==> src/sv/shp_pkg.sv <==
// Shared types and constants for the 16-bit pair string hash.
// No dependencies; imported by every module of the block.
package shp_pkg;

  localparam int unsigned ByteW  = 8;
  localparam int unsigned HalfW  = 16;
  localparam int unsigned HashW  = 32;
  localparam int unsigned HeldW  = 24;
  localparam int unsigned CntW   = 2;
  localparam int unsigned QDepth = 4;
  localparam int unsigned QPtrW  = $clog2(QDepth);
  localparam int unsigned QCntW  = $clog2(QDepth + 1);

  localparam logic [CntW-1:0] GroupFull = 2'd3;

  // One classified command from the front end to the back end.
  typedef struct packed {
    logic             mix;       // mix one full group of four bytes
    logic [HalfW-1:0] hi;        // first two bytes, big-endian
    logic [HalfW-1:0] lo;        // last two bytes, big-endian
    logic             fin;       // close the key after the optional mix
    logic [CntW-1:0]  tail_cnt;  // pending bytes at the close (0..3)
    logic [HeldW-1:0] tail;      // pending bytes, newest in the low byte
  } op_t;

endpackage

==> src/sv/shp_front.sv <==
// Front end: accepts key bytes, groups them by four and issues commands.
// Depends on shp_pkg for op_t and the field widths.
module shp_front import shp_pkg::*; (
  input  logic             clk_i,
  input  logic             rst_ni,
  input  logic             in_valid_i,
  output logic             in_ready_o,
  input  logic [ByteW-1:0] data_byte_i,
  input  logic             byte_valid_i,
  input  logic             last_i,
  input  logic             q_full_i,
  output logic             push_o,
  output op_t              op_o
);

  logic [HeldW-1:0] held_q, held_d;
  logic [CntW-1:0]  cnt_q, cnt_d;
  logic             accept;
  logic             group_done;

  assign in_ready_o = ~q_full_i;
  assign accept     = in_valid_i & ~q_full_i;
  assign group_done = byte_valid_i & (cnt_q == GroupFull);

  always_comb begin
    op_o.mix = group_done;
    op_o.hi  = held_q[HeldW-1:ByteW];
    op_o.lo  = {held_q[ByteW-1:0], data_byte_i};
    op_o.fin = last_i;
    if (group_done) begin
      op_o.tail_cnt = '0;
      op_o.tail     = '0;
    end else if (byte_valid_i) begin
      op_o.tail_cnt = cnt_q + 2'd1;
      op_o.tail     = {held_q[HeldW-ByteW-1:0], data_byte_i};
    end else begin
      op_o.tail_cnt = cnt_q;
      op_o.tail     = held_q;
    end
  end

  // Drop beats that neither carry a byte nor close the key.
  assign push_o = accept & (byte_valid_i | last_i);

  always_comb begin
    held_d = held_q;
    cnt_d  = cnt_q;
    if (accept) begin
      if (last_i || group_done) begin
        held_d = '0;
        cnt_d  = '0;
      end else if (byte_valid_i) begin
        held_d = {held_q[HeldW-ByteW-1:0], data_byte_i};
        cnt_d  = cnt_q + 2'd1;
      end
    end
  end

  always_ff @(posedge clk_i or negedge rst_ni) begin
    if (!rst_ni) begin
      held_q <= '0;
      cnt_q  <= '0;
    end else begin
      held_q <= held_d;
      cnt_q  <= cnt_d;
    end
  end

endmodule

==> src/sv/shp_fifo.sv <==
// Short command queue between the front and back ends, flip-flop storage.
// Depends on shp_pkg for op_t and the queue depth.
module shp_fifo import shp_pkg::*; (
  input  logic clk_i,
  input  logic rst_ni,
  input  logic push_i,
  input  op_t  op_i,
  input  logic pop_i,
  output op_t  op_o,
  output logic full_o,
  output logic empty_o
);

  op_t              mem_q [QDepth];
  logic [QPtrW-1:0] wr_ptr_q, rd_ptr_q;
  logic [QCntW-1:0] cnt_q;
  logic             do_push, do_pop;

  assign full_o  = (cnt_q == QCntW'(QDepth));
  assign empty_o = (cnt_q == '0);
  assign do_push = push_i & ~full_o;
  assign do_pop  = pop_i & ~empty_o;
  assign op_o    = mem_q[rd_ptr_q];

  always_ff @(posedge clk_i) begin
    if (do_push) begin
      mem_q[wr_ptr_q] <= op_i;
    end
  end

  always_ff @(posedge clk_i or negedge rst_ni) begin
    if (!rst_ni) begin
      wr_ptr_q <= '0;
      rd_ptr_q <= '0;
      cnt_q    <= '0;
    end else begin
      if (do_push) begin
        wr_ptr_q <= wr_ptr_q + QPtrW'(1);
      end
      if (do_pop) begin
        rd_ptr_q <= rd_ptr_q + QPtrW'(1);
      end
      unique case ({do_push, do_pop})
        2'b10:   cnt_q <= cnt_q + QCntW'(1);
        2'b01:   cnt_q <= cnt_q - QCntW'(1);
        default: cnt_q <= cnt_q;
      endcase
    end
  end

endmodule

==> src/sv/shp_back.sv <==
// Back end: folds groups into the running hash, then finishes closed keys
// through a three-stage tail/avalanche pipeline. Depends on shp_pkg.
module shp_back import shp_pkg::*; (
  input  logic             clk_i,
  input  logic             rst_ni,
  input  op_t              op_i,
  input  logic             q_empty_i,
  output logic             pop_o,
  output logic             out_valid_o,
  input  logic             out_ready_i,
  output logic [HashW-1:0] hash_o
);

  logic [HashW-1:0] run_q, run_d;
  logic [HashW-1:0] mix_a, mix_b, mixed;

  logic             s1_vld_q, s2_vld_q, s3_vld_q, out_vld_q;
  logic [HashW-1:0] s1_h_q, s2_h_q, s3_h_q, out_h_q;
  logic [CntW-1:0]  s1_cnt_q;
  logic [HeldW-1:0] s1_tail_q;

  logic [HashW-1:0] t_a, t_b, t_c, tail_h;
  logic [HashW-1:0] a_a, a_b, a_c;
  logic [HashW-1:0] b_a, b_b;
  logic             adv;

  // The whole back end moves only when the output slot can take a result.
  assign adv   = ~out_vld_q | out_ready_i;
  assign pop_o = adv & ~q_empty_i;

  // Group mix on the running hash.
  always_comb begin
    mix_a = run_q + {{(HashW-HalfW){1'b0}}, op_i.hi};
    mix_b = (mix_a << 16) ^ (({{(HashW-HalfW){1'b0}}, op_i.lo} << 11) ^ mix_a);
    mixed = mix_b + (mix_b >> 11);
    run_d = run_q;
    if (pop_o) begin
      run_d = op_i.fin ? '0 : (op_i.mix ? mixed : run_q);
    end
  end

  // Tail mix for 1, 2 or 3 pending bytes.
  always_comb begin
    t_a    = s1_h_q;
    t_b    = s1_h_q;
    t_c    = s1_h_q;
    tail_h = s1_h_q;
    unique case (s1_cnt_q)
      2'd3: begin
        t_a    = s1_h_q + {{(HashW-HalfW){1'b0}}, s1_tail_q[HeldW-1:ByteW]};
        t_b    = t_a ^ (t_a << 16);
        t_c    = t_b ^ ({{(HashW-ByteW){1'b0}}, s1_tail_q[ByteW-1:0]} << 18);
        tail_h = t_c + (t_c >> 11);
      end
      2'd2: begin
        t_a    = s1_h_q + {{(HashW-HalfW){1'b0}}, s1_tail_q[HalfW-1:0]};
        t_b    = t_a ^ (t_a << 11);
        tail_h = t_b + (t_b >> 17);
      end
      2'd1: begin
        t_a    = s1_h_q + {{(HashW-ByteW){1'b0}}, s1_tail_q[ByteW-1:0]};
        t_b    = t_a ^ (t_a << 10);
        tail_h = t_b + (t_b >> 1);
      end
      default: begin
        tail_h = s1_h_q;
      end
    endcase
  end

  // Avalanche, split over two stages.
  always_comb begin
    a_a = s2_h_q ^ (s2_h_q << 3);
    a_b = a_a + (a_a >> 5);
    a_c = a_b ^ (a_b << 2);
    b_a = s3_h_q + (s3_h_q >> 15);
    b_b = b_a ^ (b_a << 10);
  end

  always_ff @(posedge clk_i or negedge rst_ni) begin
    if (!rst_ni) begin
      run_q     <= '0;
      s1_vld_q  <= 1'b0;
      s2_vld_q  <= 1'b0;
      s3_vld_q  <= 1'b0;
      out_vld_q <= 1'b0;
    end else begin
      run_q <= run_d;
      if (adv) begin
        s1_vld_q  <= pop_o & op_i.fin;
        s2_vld_q  <= s1_vld_q;
        s3_vld_q  <= s2_vld_q;
        out_vld_q <= s3_vld_q;
      end
    end
  end

  always_ff @(posedge clk_i) begin
    if (adv) begin
      s1_h_q    <= op_i.mix ? mixed : run_q;
      s1_cnt_q  <= op_i.tail_cnt;
      s1_tail_q <= op_i.tail;
      s2_h_q    <= tail_h;
      s3_h_q    <= a_c;
      out_h_q   <= b_b;
    end
  end

  assign out_valid_o = out_vld_q;
  assign hash_o      = out_h_q;

endmodule

==> src/sv/string_hash_16bit_pairs.sv <==
// String hash over a byte stream, one 32-bit hash per key.
// Input beat: one key byte (tdata), tuser = byte present, tlast = end of key.
// Output beat: the finished hash of the key in tdata.
// The front end takes one beat per cycle and packs bytes into groups of four;
// a four-entry command queue feeds the back end, which mixes one group per
// cycle into the running hash while the output is not stalled and finishes
// closed keys in a three-stage pipeline. Throughput: one input beat every
// cycle while the queue has room. A closed key's hash waits behind queued
// commands, then passes the s1, s2, s3 and output registers. A beat with
// tuser and tlast both low is dropped; a closing beat with tuser high adds
// its byte first. Reset clears the running hash, pending bytes, queue and
// pipeline; the next key starts fresh. While a hash waits with m_axis_tready
// low, the back end holds, the queue fills, and s_axis_tready drops once the
// queue is full. Depends on shp_pkg, shp_front, shp_fifo, shp_back.
module string_hash_16bit_pairs import shp_pkg::*; (
  input  logic             clk_i,
  input  logic             rst_ni,
  input  logic             s_axis_tvalid,
  output logic             s_axis_tready,
  input  logic [ByteW-1:0] s_axis_tdata,   // [7:0] data_byte
  input  logic             s_axis_tuser,   // [0] byte_valid
  input  logic             s_axis_tlast,   // last
  output logic             m_axis_tvalid,
  input  logic             m_axis_tready,
  output logic [HashW-1:0] m_axis_tdata    // [31:0] hash_value
);

  op_t  push_op, pop_op;
  logic push, pop, q_full, q_empty;

  shp_front u_front (
    .clk_i        (clk_i),
    .rst_ni       (rst_ni),
    .in_valid_i   (s_axis_tvalid),
    .in_ready_o   (s_axis_tready),
    .data_byte_i  (s_axis_tdata),
    .byte_valid_i (s_axis_tuser),
    .last_i       (s_axis_tlast),
    .q_full_i     (q_full),
    .push_o       (push),
    .op_o         (push_op)
  );

  shp_fifo u_fifo (
    .clk_i   (clk_i),
    .rst_ni  (rst_ni),
    .push_i  (push),
    .op_i    (push_op),
    .pop_i   (pop),
    .op_o    (pop_op),
    .full_o  (q_full),
    .empty_o (q_empty)
  );

  shp_back u_back (
    .clk_i       (clk_i),
    .rst_ni      (rst_ni),
    .op_i        (pop_op),
    .q_empty_i   (q_empty),
    .pop_o       (pop),
    .out_valid_o (m_axis_tvalid),
    .out_ready_i (m_axis_tready),
    .hash_o      (m_axis_tdata)
  );

endmodule
==> config.mk <==
export PLATFORM = sky130hd
export DESIGN_NAME = string_hash_16bit_pairs
export DESIGN_NICKNAME = d
export VERILOG_FILES = /design/src/sv/shp_pkg.sv /design/src/sv/shp_front.sv /design/src/sv/shp_fifo.sv /design/src/sv/shp_back.sv /design/src/sv/string_hash_16bit_pairs.sv
export SDC_FILE = /design/constraint.sdc
export NUM_CORES = 1
export LEC_CHECK = 0
export BUFFER_PORTS_ARGS = -buffer_cell sky130_fd_sc_hd__buf_2
export CORE_MARGIN = 2
export CORE_UTILIZATION = 45
export DETAILED_ROUTE_END_ITERATION = 8
export GPL_TIMING_DRIVEN = 0
export PLACE_DENSITY = 0.69
export SLEW_MARGIN = 25
export SYNTH_ARGS = -nofsm -noshare
export SYNTH_HDL_FRONTEND = slang
export SYNTH_SLANG_ARGS = --single-unit
==> constraint.sdc <==
create_clock -name clk_i -period 9.65 [get_ports clk_i]
set_clock_uncertainty 0.2 [all_clocks]
set_input_delay 2.895 -clock clk_i [delete_from_list [all_inputs] [get_ports clk_i]]
set_output_delay 2.895 -clock clk_i [all_outputs]
set_load 0.05 [all_outputs]
==> flow_summary.toml <==
[clock_network]
clockBufferDepth = 3
ctsRootBufferMaster = "clkbuf_16"
cts.sinks = 463
clkSlewWorstSetupHoldPaths_ns = 0.07
numCtsBuffers = 50
ctsHoldBuffers = 0
tritoncts = "built"
h-tree-depth = 2
clk_latency_ns = 0.62
post_cts_buffers = 0

[logic_synthesis]
yosysSeqAreaShare = 0.453
synth_nets = 2851
yosysWarnings = 0
ys.flop_type = "edfxtp_1"
syn_area_um2 = 29900
yosysMostFrequentCell = "edfxtp_1"
synthTopCellsByCount = "394 x edfxtp_1, 278 x xnor2_1, 206 x nand2_1"
ys_top_cells_by_area = "edfxtp_1 40%, xnor2_1 8.1%, ha_1 7.8%"
synth_edf_count = 394
synth_cells = 2641
ys_seq_elements = 463
avgSynthCellArea_um2 = 11.3
synth_cell_types = 91
synth_top_area_frac = 0.395
synth-async-reset-ratio = 0.149
synth_largest_area_cell = "edfxtp_1"

[critical_path]
path_class = "flip-flop to flip-flop"
crit_arrival_ns = 9.23
critPathLaunchType = "flip-flop"
crit_path_end_kind = "flip-flop"
path_max_fanout = 10
required_ns = 9.76

[final_layout]
syn_to_final_growth_pct = 10.5
utilization = 0.503
design_area_um2 = 33100
diodes = 0
fillers = 5702
nNetsFinal = 2954
drive_gt1_frac = 0.0937

[flow_run]
max-cap-violations = 0

[routing]
wl_met3_mm = 4.36
drt_first_iter_violations = 2058
maxUsedRoutingLayer = "met4"
firstDrtPassIters = 6
wl_met2_mm = 42.6
wire_per_inst_um = 23.7
ant_nets = 0
avgViaCountPerCell = 5.95
num_vias = 21700
drt-total-wl_mm = 86.5
wl_met1_mm = 33.6
drc = 0

[timing]
fin_ws_ns = 0.528
hold_violations = 0
rsz0062_at_grt = "false"
slew_violations = 0
layout_min_cycle_time_ns = 9.12
finalCritPeriodShare = 0.945
clock.fmax_mhz = 110
setup_viol = 0
worst_pin_slew_ns = 1.07
whs_ns = 0.260
slew_headroom = 0.284

[grt]
antenna_found_initial = 0
grt_pass1_vias = 21500
grtUsageTotal = 0.252
grt_pass1_wl_mm = 129
grt_max_degree = 97
overflow = 0

[floorplan]
die_area_um2 = 68600
rows = 94
die_h_um = 262
die_w_um = 262
num_io_pins = 48
initial_core_util = 0.455
core_region_area_um2 = 65700

[min_path]
hp-class = "flip-flop to flip-flop"

[placement]
dp_hpwl_mm = 67.5
io_buffers = 46
dpl_cell_area_um2 = 31400
gp_congestion = 1.06
dp_slack_ns = -0.372

[run_status]
status = "complete, no violations"
-- cell usage in the layout, fill, tap and decap left out, types with 20 or more instances in the layout --
| cell | netlist | layout |
|---|---|---|
| a211oi_1 | 23 | 23 |
| a21o_1 | 66 | 66 |
| a21oi_1 | 137 | 137 |
| a22o_1 | 22 | 22 |
| and2_1 | 24 | 20 |
| and3_1 | 26 | 26 |
| buf_2 | 3 | 47 |
| clkbuf_1 | 69 | 74 |
| clkbuf_16 | 0 | 50 |
| dfrtp_1 | 69 | 69 |
| edfxtp_1 | 394 | 394 |
| ha_1 | 186 | 186 |
| inv_1 | 98 | 98 |
| mux4_2 | 80 | 80 |
| nand2_1 | 206 | 206 |
| nand2b_1 | 25 | 25 |
| nand3_1 | 81 | 81 |
| nand4_1 | 22 | 22 |
| nor2_1 | 151 | 151 |
| nor2b_1 | 23 | 23 |
| nor3_1 | 39 | 39 |
| o21a_1 | 28 | 28 |
| o21ai_0 | 147 | 147 |
| o22ai_1 | 44 | 44 |
| xnor2_1 | 278 | 278 |
| xor2_1 | 137 | 137 |
-- state kept, by name (all words and copies together) (netlist names) --
register and count:
u_back.s2_h_q 32, u_back.s2_vld_q 1, u_front.cnt_q 2, u_fifo.cnt_q 3, u_back.s1_vld_q 1, u_back.s3_vld_q 1, u_back.s1_h_q 32, u_fifo.wr_ptr_q 2
u_back.s1_tail_q 24, u_back.s3_h_q 32, u_back.hash_o 32, u_back.out_valid_o 1, u_fifo.mem_q 240, u_fifo.rd_ptr_q 2, u_back.run_q 32, u_back.s1_cnt_q 2
u_front.held_q 24
-- final cells by class --
type                    instances  area, um2  share of cell area
plain buffers                  84        345              0.0104
clock buffers                  67       1400              0.0422
clock inverters                26        254             0.00768
inverters                     100        375              0.0114
multi-input cells            1993      15700               0.474
flip-flops and latches        463      13600               0.410
well taps                     864       1080              0.0327
repair buffers                 52        368              0.0111
-- what timing repair did --
| item | in CTS | in global routing |
|---|---|---|
| gates resized for setup | 3 | 8 |
| pin swaps | 0 | 0 |
| endpoints found under the setup margin | 12 | 12 |
-- per-stage QoR --
stage          setup TNS [ns]  cells
5_1_grt                     0   3649
3_3_place_gp           -0.372   3551
2_1_floorplan               0   2641
6_report                    0   3649
4_1_cts                     0   3650
3_5_place_dp            -2.47   3557
-- per-layer routing --
layer / vias to the layer above / track usage
met3: 228 / 0.0306
li1: 10100 / -
met1: 10700 / 0.298
met2: 747 / 0.442
met5: - / 0
met4: 0 / 0.150
-- worst paths after layout --
kind / start / to / slack [ns] / depth (start not counted)
max in group asynchronous: rst_ni / u_back.run_q[23]$_DFFE_PN0P_ / 6.57 / 2
hold / removal: u_back.s3_vld_q$_DFFE_PN0N_ / u_back.out_valid_o$_DFFE_PN0N_ / 0.26 / 1
hold reg to reg: u_back.s3_vld_q$_DFFE_PN0N_ / u_back.out_valid_o$_DFFE_PN0N_ / 0.26 / 1
setup reg to reg: u_fifo.rd_ptr_q[1]$_DFFE_PN0P_ / u_back.s1_h_q[27]$_DFFE_PN_ / 0.53 / 26
min in group asynchronous: rst_ni / u_back.s2_vld_q$_DFFE_PN0N_ / 2.02 / 1
setup / recovery: u_fifo.rd_ptr_q[1]$_DFFE_PN0P_ / u_back.s1_h_q[27]$_DFFE_PN_ / 0.53 / 26
-- cell families after synthesis --
family                   synth area share
AO/OA/AOI/OAI                       0.133
XOR/XNOR                            0.132
adder cells (fa/ha/maj)            0.0845
buffers and inverters              0.0233
flip-flops                          0.453
multiplexers                       0.0674
AND/OR/NAND/NOR                     0.107
-- critical path: stages, from the launching register on --
cell and delay, ns:
dfrtp_1 0.32, clkbuf_1 0.41, buf_1 0.53, clkbuf_2 0.47, clkbuf_2 0.37, mux4_2 0.43, ha_1 0.30, a21oi_1 0.19
nor2_1 0.12, o31ai_2 0.48, o22ai_1 0.19, a221o_1 0.41, a21oi_2 0.39, nor2b_1 0.11, xnor2_1 0.33, ha_1 0.35
a2111oi_0 0.43, o21ai_0 0.25, a221oi_1 0.51, o21ai_0 0.33, a311o_1 0.46, a31o_2 0.27, a31oi_1 0.33, nand4bb_1 0.23
nor2_1 0.08, xnor2_1 0.19, o21ai_0 0.14
Power is not shown: default switching activity piles up to over one toggle a cycle in this logic, so the estimate is an artifact.
